$ cat config.mk
export PLATFORM = sky130hd
export DESIGN_NAME = fifo_tie_priority_queue_core
export DESIGN_NICKNAME = d
export VERILOG_FILES = /design/src/hw/rtl/fpq_pkg.sv /design/src/hw/rtl/fpq_cell.sv /design/src/hw/rtl/fifo_tie_priority_queue_core.sv
export SDC_FILE = /design/constraint.sdc
export NUM_CORES = 2
export LEC_CHECK = 0
export BUFFER_PORTS_ARGS = -buffer_cell sky130_fd_sc_hd__buf_2
export CORE_UTILIZATION = 30
export DETAILED_ROUTE_END_ITERATION = 10
export RECOVER_POWER = 50
export SKIP_CTS_REPAIR_TIMING = 1
export SYNTH_ARGS = -nofsm -noshare
export SYNTH_HDL_FRONTEND = slang
export SYNTH_SLANG_ARGS = --single-unit
$ cat constraint.sdc
create_clock -name clk -period 5.27 [get_ports clk]
set_clock_uncertainty 0.1 [all_clocks]
set_input_delay 1.054 -clock clk [delete_from_list [all_inputs] [get_ports clk]]
set_output_delay 1.054 -clock clk [all_outputs]
set_load 0.005 [all_outputs]
$ cat src/hw/rtl/fpq_pkg.sv
package fpq_pkg;

  localparam int DEPTH  = 16;
  localparam int IDX_W  = $clog2(DEPTH);
  localparam int CNT_W  = $clog2(DEPTH + 1);
  localparam int VAL_W  = 32;
  localparam int PRIO_W = 8;
  localparam int REQ_W  = 2;
  localparam int ST_W   = 2;

  localparam logic [REQ_W-1:0] REQ_INSERT = 2'd0;
  localparam logic [REQ_W-1:0] REQ_CHANGE = 2'd1;
  localparam logic [REQ_W-1:0] REQ_REMOVE = 2'd2;

  localparam logic [ST_W-1:0] ST_OK        = 2'd0;
  localparam logic [ST_W-1:0] ST_EMPTY     = 2'd1;
  localparam logic [ST_W-1:0] ST_FULL      = 2'd2;
  localparam logic [ST_W-1:0] ST_NOT_FOUND = 2'd3;

  // search token passed from cell to cell, one cell per cycle
  typedef struct packed {
    logic                    act;
    logic                    found;
    logic                    have;
    logic [PRIO_W-1:0]       best_prio;
    logic [IDX_W-1:0]        best_idx;
    logic signed [VAL_W-1:0] best_value;
  } wave_t;

  // broadcast from the controller to every cell
  typedef struct packed {
    logic                    wr;
    logic signed [VAL_W-1:0] wr_value;
    logic [PRIO_W-1:0]       wr_prio;
    logic                    chg;
    logic                    rem;
    logic signed [VAL_W-1:0] key;
    logic [PRIO_W-1:0]       new_prio;
    logic                    shift;
    logic [IDX_W-1:0]        shift_idx;
    logic [CNT_W-1:0]        count;
  } cell_cmd_t;

endpackage

$ cat src/hw/rtl/fpq_cell.sv
module fpq_cell (
  input  logic                            clk,
  input  logic                            rst,
  input  logic [fpq_pkg::IDX_W-1:0]       idx,
  input  fpq_pkg::cell_cmd_t              cmd,
  input  fpq_pkg::wave_t                  wave_in,
  output fpq_pkg::wave_t                  wave_out,
  input  logic signed [fpq_pkg::VAL_W-1:0] nb_value,
  input  logic [fpq_pkg::PRIO_W-1:0]      nb_prio,
  output logic signed [fpq_pkg::VAL_W-1:0] value,
  output logic [fpq_pkg::PRIO_W-1:0]      prio
);
  import fpq_pkg::*;

  logic  live;
  logic  match;
  logic  better;
  wave_t wave_next;

  always_comb begin
    live      = CNT_W'(idx) < cmd.count;
    match     = wave_in.act && cmd.chg && live && !wave_in.found && (value == cmd.key);
    better    = wave_in.act && cmd.rem && live &&
                (!wave_in.have || (prio > wave_in.best_prio));
    wave_next = wave_in;
    if (match) begin
      wave_next.found = 1'b1;
    end
    if (better) begin
      wave_next.have       = 1'b1;
      wave_next.best_prio  = prio;
      wave_next.best_idx   = idx;
      wave_next.best_value = value;
    end
  end

  always_ff @(posedge clk) begin
    if (rst) begin
      wave_out <= '0;
    end else begin
      wave_out <= wave_next;
    end
  end

  // entry storage: insert at tail, priority update on match, close gap on remove
  always_ff @(posedge clk) begin
    if (cmd.wr && (idx == cmd.count[IDX_W-1:0])) begin
      value <= cmd.wr_value;
      prio  <= cmd.wr_prio;
    end else if (match) begin
      prio <= cmd.new_prio;
    end else if (cmd.shift && (idx >= cmd.shift_idx)) begin
      value <= nb_value;
      prio  <= nb_prio;
    end
  end

endmodule

$ cat src/hw/rtl/fifo_tie_priority_queue_core.sv
// Priority queue of value/priority pairs kept in arrival order in a row of cells.
// Request channel: req_type, item_value, item_priority are taken at a rising edge
// where start is high and busy is low. req_type selects insert, change priority of
// the oldest entry with a matching value, or remove of the highest priority entry
// (oldest wins a tie). Result channel: status and removed_value are shown for one
// cycle with done high; the receiver cannot stall, so each result must be taken then.
// Latency: insert, remove on an empty queue and unused request kinds give done on
// the cycle after the request, and busy stays low, so these run one per cycle.
// Change and remove send a search token down the row of DEPTH cells, one cell per
// cycle; done comes DEPTH + 2 cycles after the request (18 at DEPTH 16) and busy is
// high until the cycle done is shown, so the next request may be taken with done.
// The token walk through the cell row sets that figure. Remove closes the gap in the
// done cycle by shifting every cell above the taken one down by one.
// Reset (rst, synchronous) empties the queue and cancels any search in flight; entry
// storage itself is not cleared.
module fifo_tie_priority_queue_core (
  input  logic                             clk,
  input  logic                             rst,
  input  logic                             start,
  output logic                             busy,
  input  logic [fpq_pkg::REQ_W-1:0]        req_type,
  input  logic signed [fpq_pkg::VAL_W-1:0] item_value,
  input  logic [fpq_pkg::PRIO_W-1:0]       item_priority,
  output logic                             done,
  output logic [fpq_pkg::ST_W-1:0]         status,
  output logic signed [fpq_pkg::VAL_W-1:0] removed_value
);
  import fpq_pkg::*;

  typedef enum logic [1:0] {
    S_IDLE = 2'b01,
    S_SCAN = 2'b10
  } state_t;

  state_t                  state;
  logic [CNT_W-1:0]        cnt;
  logic                    op_chg;
  logic                    op_rem;
  logic signed [VAL_W-1:0] key;
  logic [PRIO_W-1:0]       new_prio;
  logic                    launch;

  logic                    accept;
  logic                    full;
  logic                    fin;
  wave_t                   wave [DEPTH+1];
  wave_t                   last;
  cell_cmd_t               cmd;
  logic signed [VAL_W-1:0] val [DEPTH];
  logic [PRIO_W-1:0]       pr [DEPTH];

  assign busy   = (state == S_SCAN);
  assign accept = start && !busy;
  assign full   = (cnt >= CNT_W'(DEPTH));
  assign last   = wave[DEPTH];
  assign fin    = last.act;

  always_comb begin
    wave[0]     = '0;
    wave[0].act = launch;
  end

  always_comb begin
    cmd           = '0;
    cmd.wr        = accept && (req_type == REQ_INSERT) && !full;
    cmd.wr_value  = item_value;
    cmd.wr_prio   = item_priority;
    cmd.chg       = op_chg;
    cmd.rem       = op_rem;
    cmd.key       = key;
    cmd.new_prio  = new_prio;
    cmd.shift     = fin && op_rem;
    cmd.shift_idx = last.best_idx;
    cmd.count     = cnt;
  end

  for (genvar i = 0; i < DEPTH; i++) begin : g_cell
    logic signed [VAL_W-1:0] nbv;
    logic [PRIO_W-1:0]       nbp;
    if (i < DEPTH - 1) begin : g_mid
      assign nbv = val[i+1];
      assign nbp = pr[i+1];
    end else begin : g_end
      assign nbv = val[i];
      assign nbp = pr[i];
    end
    fpq_cell u_cell (
      .clk      (clk),
      .rst      (rst),
      .idx      (IDX_W'(i)),
      .cmd      (cmd),
      .wave_in  (wave[i]),
      .wave_out (wave[i+1]),
      .nb_value (nbv),
      .nb_prio  (nbp),
      .value    (val[i]),
      .prio     (pr[i])
    );
  end

  always_ff @(posedge clk) begin
    if (rst) begin
      state         <= S_IDLE;
      cnt           <= '0;
      op_chg        <= 1'b0;
      op_rem        <= 1'b0;
      launch        <= 1'b0;
      done          <= 1'b0;
      status        <= ST_OK;
      removed_value <= '0;
      key           <= '0;
      new_prio      <= '0;
    end else begin
      done   <= 1'b0;
      launch <= 1'b0;
      case (state)
        S_IDLE: begin
          if (accept) begin
            removed_value <= '0;
            key           <= item_value;
            new_prio      <= item_priority;
            case (req_type)
              REQ_INSERT: begin
                done <= 1'b1;
                if (full) begin
                  status <= ST_FULL;
                end else begin
                  status <= ST_OK;
                  cnt    <= cnt + CNT_W'(1);
                end
              end
              REQ_CHANGE: begin
                launch <= 1'b1;
                op_chg <= 1'b1;
                state  <= S_SCAN;
              end
              REQ_REMOVE: begin
                if (cnt == '0) begin
                  done   <= 1'b1;
                  status <= ST_EMPTY;
                end else begin
                  launch <= 1'b1;
                  op_rem <= 1'b1;
                  state  <= S_SCAN;
                end
              end
              default: begin
                done   <= 1'b1;
                status <= ST_OK;
              end
            endcase
          end
        end
        S_SCAN: begin
          if (fin) begin
            done   <= 1'b1;
            state  <= S_IDLE;
            op_chg <= 1'b0;
            op_rem <= 1'b0;
            if (op_rem) begin
              status        <= ST_OK;
              removed_value <= last.best_value;
              cnt           <= cnt - CNT_W'(1);
            end else begin
              status        <= last.found ? ST_OK : ST_NOT_FOUND;
              removed_value <= '0;
            end
          end
        end
        default: begin
          state <= S_IDLE;
        end
      endcase
    end
  end

`ifndef SYNTHESIS
  a_cnt_bound: assert property (@(posedge clk) disable iff (rst)
    cnt <= CNT_W'(DEPTH))
    else $error("entry count above depth");

  a_fin_in_scan: assert property (@(posedge clk) disable iff (rst)
    fin |-> (state == S_SCAN))
    else $error("search token finished outside a scan");

  a_rem_found: assert property (@(posedge clk) disable iff (rst)
    (fin && op_rem) |-> last.have)
    else $error("remove finished without a candidate");

  a_rem_count: assert property (@(posedge clk) disable iff (rst)
    (fin && op_rem) |=> (cnt == $past(cnt) - CNT_W'(1)))
    else $error("remove did not shrink the queue");

  a_accept_resp: assert property (@(posedge clk) disable iff (rst)
    accept |=> (done || busy))
    else $error("request neither answered nor in progress");
`endif

endmodule
After elaboration in Yosys (flattened, before gate mapping)
Cells that the tools add are included.
{"block": "totals", "out_inout_bits": 36, "ff_bits": 1468, "in_bits": 45, "wordCells": 691}
{"block": "op_classes", "bitwise": 3, "reduce_logical": 265, "n_lt_le_gt_ge": 47, "muxes": 162, "eq_ne": 62, "n_addsub": 2}
{"op": "two-way mux 32 bit", "n": 48}
{"op": "two-way mux 45 bit", "n": 15}
{"op": "equality test 32 bit", "n": 16}
{"op": "two-way mux 8 bit", "n": 47}
{"op": "logical AND 1 bit", "n": 145}
{"op": "> comparator 8 bit", "n": 15}
{"op": "one-hot mux 32 bit (2 select lines)", "n": 1}
{"op": "nonzero test 3 bit", "n": 15}
{"op": "less-than comparator 4 x 5 -> 1 bit, first input constant", "n": 8}
{"op": "inequality test 2 bit, second input constant", "n": 20}
{"op": "two-way mux 36 bit", "n": 1}
{"op": "nonzero test 2 bit", "n": 17}
{"op": "equality test 4 bit, first input constant", "n": 8}
{"op": "zero test 1 bit", "n": 32}
{"op": "AND reduction 2 bit", "n": 16}
{"op": "OR reduction 2 bit", "n": 15}
{"op": ">= comparator 4 bit, first input constant", "n": 7}
{"op": "two-way mux 1 bit", "n": 26}
{"op": "two-way mux 5 bit", "n": 5}
{"op": "less-than comparator 3 x 5 -> 1 bit, first input constant", "n": 4}
{"op": "two-way mux 2 bit", "n": 9}
{"op": "equality test 3 x 4 -> 1 bit, first input constant", "n": 4}
{"op": ">= comparator 3 x 4 -> 1 bit, first input constant", "n": 4}
{"op": "logical OR 1 bit", "n": 15}
{"op": "other kinds (27)", "n": 48}

Depth between registers and ports, before layout
{"block": "depth", "depth_word": 8, "depth_mapped": 11, "ltp_nobuf": 8}

Modules after synthesis
From an unflattened synthesis, not the netlist that was laid out.
{"block": "hier_totals", "cells_unflattened": 10152, "area_unflattened_um2": 95586.7}
{"mod": "fpq_cell", "n_inst": 16, "seq_area_each_um2": 2142.1, "area_per_inst_um2": 5756.8, "cells_each": 608}
{"mod": "fifo_tie_priority_queue_core", "n_inst": 1, "seq_area_each_um2": 1701.6, "area_per_inst_um2": 3478.3, "cells_each": 424}

Worst setup path before layout
No wires, ideal clock.
{"block": "synth_path", "path_type": "input to register", "from": "input start", "to": "register g_cell[7].u_cell.value[0] (netlist name) (enable)", "arrival_time_ps": 4004, "path_slack_ps": 734, "stages": 8, "required_ps": 4738, "n_path_buf": 3, "setup_ps": 432, "cell_sequence": "nor2b_1 > and3b_1 > and2_1 > clkbuf_1 > nand2_1 > clkbuf_1 > clkbuf_1 > a21oi_1"}
{"block": "synth_between", "elab_chain_len": 6, "word_cells_on_any_way": 7, "cone_classes": "1 x eq/ne; 6 x reduce/logical"}
{"item": "start: declaration", "line_no": "fifo_tie_priority_queue_core.sv:19", "source": "input logic start,"}
{"item": "logical AND 1 bit (*)", "line_no": "fifo_tie_priority_queue_core.sv:53", "source": "assign accept = start && !busy;"}
{"item": "logical AND 1 bit (*) (2 in a row)", "line_no": "fifo_tie_priority_queue_core.sv:65", "source": "cmd.wr = accept && (req_type == REQ_INSERT) && !full;"}
{"item": "logical AND 1 bit (*)", "line_no": "fpq_cell.sv:47", "source": "if (cmd.wr && (idx == cmd.count[IDX_W-1:0])) begin"}
{"item": "inequality test 2 bit (no line) or nonzero test 2 bit (tied branches)"}
{"item": "AND reduction 2 bit (no line) (*)"}
{"item": "end signal: assignment", "line_no": "fpq_cell.sv:48", "source": "value <= cmd.wr_value;"}
{"item": "end signal: assignment", "line_no": "fpq_cell.sv:53", "source": "value <= nb_value;"}
{"item": "end: declaration", "line_no": "fpq_cell.sv:10", "source": "output logic signed [fpq_pkg::VAL_W-1:0] value,"}
Mark *: on every way between the ends. The rest lies on a longest branch, timed or not.
A chain may end at the register's enable or synchronous reset.

Worst setup path after layout
{"block": "layout_path", "from": "register key[11]", "to": "register g_cell[13].u_cell.value[16] (netlist name) (enable)"}
{"block": "layout_between", "elab_chain_len": 4}
{"item": "start: declaration", "line_no": "fifo_tie_priority_queue_core.sv:39", "source": "logic signed [VAL_W-1:0] key;"}
{"item": "start signal: assignment", "line_no": "fifo_tie_priority_queue_core.sv:120", "source": "key <= item_value;"}
{"item": "equality test 32 bit", "line_no": "fpq_cell.sv:22", "source": "match = wave_in.act && cmd.chg && live && !wave_in.found && (value == cmd.key);"}
{"item": "logical AND 1 bit", "line_no": "fpq_cell.sv:22"}
{"item": "inequality test 2 bit (no line)"}
{"item": "AND reduction 2 bit (no line)"}
{"item": "end signal: assignment", "line_no": "fpq_cell.sv:48"}
{"item": "end signal: assignment", "line_no": "fpq_cell.sv:53"}
{"item": "end: declaration", "line_no": "fpq_cell.sv:10"}
Every way passes these cells.

==> impl_metrics.json <==
{
  "result_of_the_run": "complete, but fails checks",
  "failed_checks": "max-capacitance violations, max-slew violations",
  "total_instance_count_after_detailed_placement": 8363,
  "yosysWarningCount": 0,
  "yosysTopAreaCell": "sky130_fd_sc_hd__edfxtp_1",
  "final_worst_path_cycle_share_pct": 86.6,
  "synth.avg_cell_area_um2": 11.3,
  "num_rows": 170,
  "synth.ff_latch_count": 1453,
  "grt_antenna_before_repair": 10,
  "drc": 0,
  "cellInternalPower_mw": 18.6,
  "power.density_cell_area_nw_per_um2": 342,
  "worst-path-max-fanout": 32,
  "tritoncts.num_buffers": 152,
  "dpl_wire_length_um": 141000,
  "crit_path_start_kind": "flop",
  "worst_ir_drop_on_vdd_v": 0.000238,
  "drt_first_pass_iters": 5,
  "ctsHtreeMaxLevel": 4,
  "final_critical_path_setup_slack_ns": 0.704,
  "final-max-slew-violation-count": 675,
  "seq_power_share_pct": 48.3,
  "clock_tree_from_tritoncts": "built",
  "ys_top_cells_by_area": "sky130_fd_sc_hd__edfxtp_1 29%, sky130_fd_sc_hd__dfxtp_1 25%, sky130_fd_sc_hd__mux2i_1 11%",
  "crit_path_max_incr_delay_ns": 0.85,
  "drv_cap": 11,
  "comb_power_share_pct": 8.9,
  "cts-root-to-sink-buffers": 3,
  "grt.overflow.total": 0,
  "edff_count_synth": 640,
  "switching_fraction_of_total_power_pct": 25.6,
  "cp_top_family": "buffers and inverters",
  "clk_latency_ns": 0.81,
  "max_clock_freq_mhz": 219,
  "crit_arrival_ns": 4.96,
  "hold_class": "reg2reg",
  "worst_slew_margin_relative_to_its_limit_pct": -88.6,
  "grt_use_total_pct": 17.0,
  "worst_slew_pin_slew_ns": 2.83,
  "synth_flop_type": "sky130_fd_sc_hd__dfxtp_1",
  "gate_count_after_technology_mapping": 5743,
  "syn_area_um2": 65200,
  "timing.final.crit_period_ns": 4.57,
  "fillerInstances": 21500,
  "design.portCount": 81,
  "via_count": 42400,
  "grt_pass1_vias": 43300,
  "layoutNonFillerInstCount": 8656,
  "timing.critical_path.required_ns": 5.66,
  "die-height_um": 468,
  "clock_sink_count": 1453,
  "finalNetCount": 5854,
  "first_iter_violations": 3566,
  "setup.worst_path.end_class": "flop",
  "fin_setup_tns_ns": 0,
  "timing.setup.critical_path_class": "reg2reg",
  "yosys.cell_types.count": 56,
  "start_util_pct": 30.3,
  "grt_start_max_net_pins": 121,
  "antenna_violating_nets_post_route": 0,
  "leakage_nw": 29.9,
  "numPortBuffers": 80,
  "gp_routability_congestion": 0.929,
  "cpMaxStageDelayCell": "sky130_fd_sc_hd__dfxtp_1",
  "synth_seq_area_share_pct": 54.5,
  "vias_per_cell": 4.90,
  "ff2ff_setup_slack_ns": 0.70,
  "yosysMostFrequentCell": "sky130_fd_sc_hd__dfxtp_1",
  "whs_ns": 0.317,
  "power.net_switching_mw": 6.41,
  "synth_common_cells": "813 x sky130_fd_sc_hd__dfxtp_1, 783 x sky130_fd_sc_hd__nor2_1, 713 x sky130_fd_sc_hd__mux2i_1",
  "critPathBufInv": 4,
  "synth_async_sr_flop_share_pct": 0,
  "critical_path.cell_chain": "clkbuf_1 > buf_4 > xor2_1 > nor4_1 > nand3_1 > nor3_1 > clkbuf_1 > nand2b_1 > nand2_1 > buf_4",
  "fin_util_pct": 34.1,
  "synth_top_area_share_pct": 29.5,
  "core_region_area_um2": 215000,
  "post_drt_wl_per_cell_um": 21.8,
  "clk_pin_slew_ns": 0.06,
  "drt_wl_total_um": 189000,
  "area_growth_pct": 12.5,
  "pre_cts_ws_ns": 1.04,
  "cts-root-buf": "sky130_fd_sc_hd__clkbuf_16",
  "share_of_layout_cells_above_drive_strength_1_pct": 14.9,
  "design.die.area_um2": 219000,
  "setup_viol": 0,
  "grt_first_pass_wirelength_um": 282000,
  "synth_fp_nets": 5918,
  "p_clk_share_pct": 42.8,
  "rsz0062_at_grt": "no",
  "die-width_um": 468,
  "timing.final.hold_violations": 0
}
## routing by layer
| metal | global-route usage (%) | vias up | wire (µm) |
|---|---|---|---|
| met4 | 5.22 | 4 | 4890 |
| met3 | 2.98 | 297 | 10500 |
| li1 | - | 19800 | - |
| met2 | 29.1 | 1135 | 93300 |
| met5 | 0 | - | 22 |
| met1 | 21.7 | 21200 | 80400 |
## tightest hold or removal path, stage by stage, from the launching register on
cell and delay (ns):
sky130_fd_sc_hd__dfxtp_1 0.30, sky130_fd_sc_hd__inv_1 0.04, sky130_fd_sc_hd__a21oi_1 0.05
## power groups by stage
stage | Combinational [mW] | Clock [mW] | Sequential (mW)
after CTS | 2.22 | 10.9 | 12.1
after detailed placement | 2.20 | 0 | 12.3
after global routing | 2.35 | 11.4 | 12.1
final | 2.23 | 10.7 | 12.1
after global placement | 2.19 | 0 | 12.3
after floorplan | 1.43 | 0 | 12.1
## metrics by stage
step                area [µm²]  power [mW]
floorplan                65200        13.5
global placement         68600        14.5
detailed placement       68600        14.5
CTS                      73600        25.2
global route             73300        25.8
finish                   73300        25.1
## final timing paths
check	startpoint	cells past startpoint	end
worst max register to register	key[11]	10	g_cell[13].u_cell.value[16]
worst max-delay path	key[11]	10	g_cell[13].u_cell.value[16]
worst min register to register	g_cell[12].u_cell.wave_out[34]	2	g_cell[13].u_cell.wave_out[34]
worst min-delay path	g_cell[12].u_cell.wave_out[34]	2	g_cell[13].u_cell.wave_out[34]
## state kept, by name, summed over array words and instances, names as in the netlist, 2 cells and up
register and flops:
g_cell.u_cell.value 512, new_prio 8, status 2, g_cell.u_cell.wave_out 728
state 2, cnt 5, g_cell.u_cell.prio 128, key 32
removed_value 32
## cell families (layout without fill, tap and decap cells)
group,after synthesis,after routing,synth area share (%)
buf+inv,600,666,3.75
other cells,0,9,0
mux,1169,1169,18.8
compound gates,390,390,3.41
simple gates,1484,1484,10.1
fa+ha+maj,130,130,2.50
xor+xnor,517,517,6.95
flops,1453,1453,54.5
## cells in the final DEF, fill, tap and decap left out, types with 11 or more instances in the layout
cell type and instances:
sky130_fd_sc_hd__buf_2 29, sky130_fd_sc_hd__xnor2_1 266, sky130_fd_sc_hd__nor4_1 74, sky130_fd_sc_hd__nand2_1 275, sky130_fd_sc_hd__a21o_1 19, sky130_fd_sc_hd__nand3_1 71, sky130_fd_sc_hd__and2_1 21, sky130_fd_sc_hd__nand4_1 96
sky130_fd_sc_hd__clkinv_1 15, sky130_fd_sc_hd__dfxtp_1 813, sky130_fd_sc_hd__o21ai_0 32, sky130_fd_sc_hd__o211ai_1 11, sky130_fd_sc_hd__a211oi_1 11, sky130_fd_sc_hd__clkinv_2 27, sky130_fd_sc_hd__inv_1 180, sky130_fd_sc_hd__clkbuf_2 16
sky130_fd_sc_hd__ha_1 130, sky130_fd_sc_hd__nand2b_1 11, sky130_fd_sc_hd__edfxtp_1 640, sky130_fd_sc_hd__nor2b_1 37, sky130_fd_sc_hd__mux2i_1 713, sky130_fd_sc_hd__clkbuf_8 20, sky130_fd_sc_hd__clkbuf_1 104, sky130_fd_sc_hd__nor3_1 23
sky130_fd_sc_hd__clkbuf_16 165, sky130_fd_sc_hd__xor2_1 251, sky130_fd_sc_hd__and3b_1 13, sky130_fd_sc_hd__buf_4 87, sky130_fd_sc_hd__mux2_2 456, sky130_fd_sc_hd__and2_0 32, sky130_fd_sc_hd__nor2_1 780, sky130_fd_sc_hd__a21oi_1 262
## layout make-up
type	instances	area, µm²	share of cell area [%]
Sequential cell	1453	35500	48.4
Multi-Input combinational cell	3690	27400	37.4
Clock buffer	225	4550	6.21
Tap cell	2838	3550	4.84
Timing Repair Buffer	202	1230	1.67
Inverter	180	676	0.921
Clock inverter	59	412	0.561
Antenna cell	9	22.5	0.0307
No activity file was read; power rests on OpenSTA's default activity.
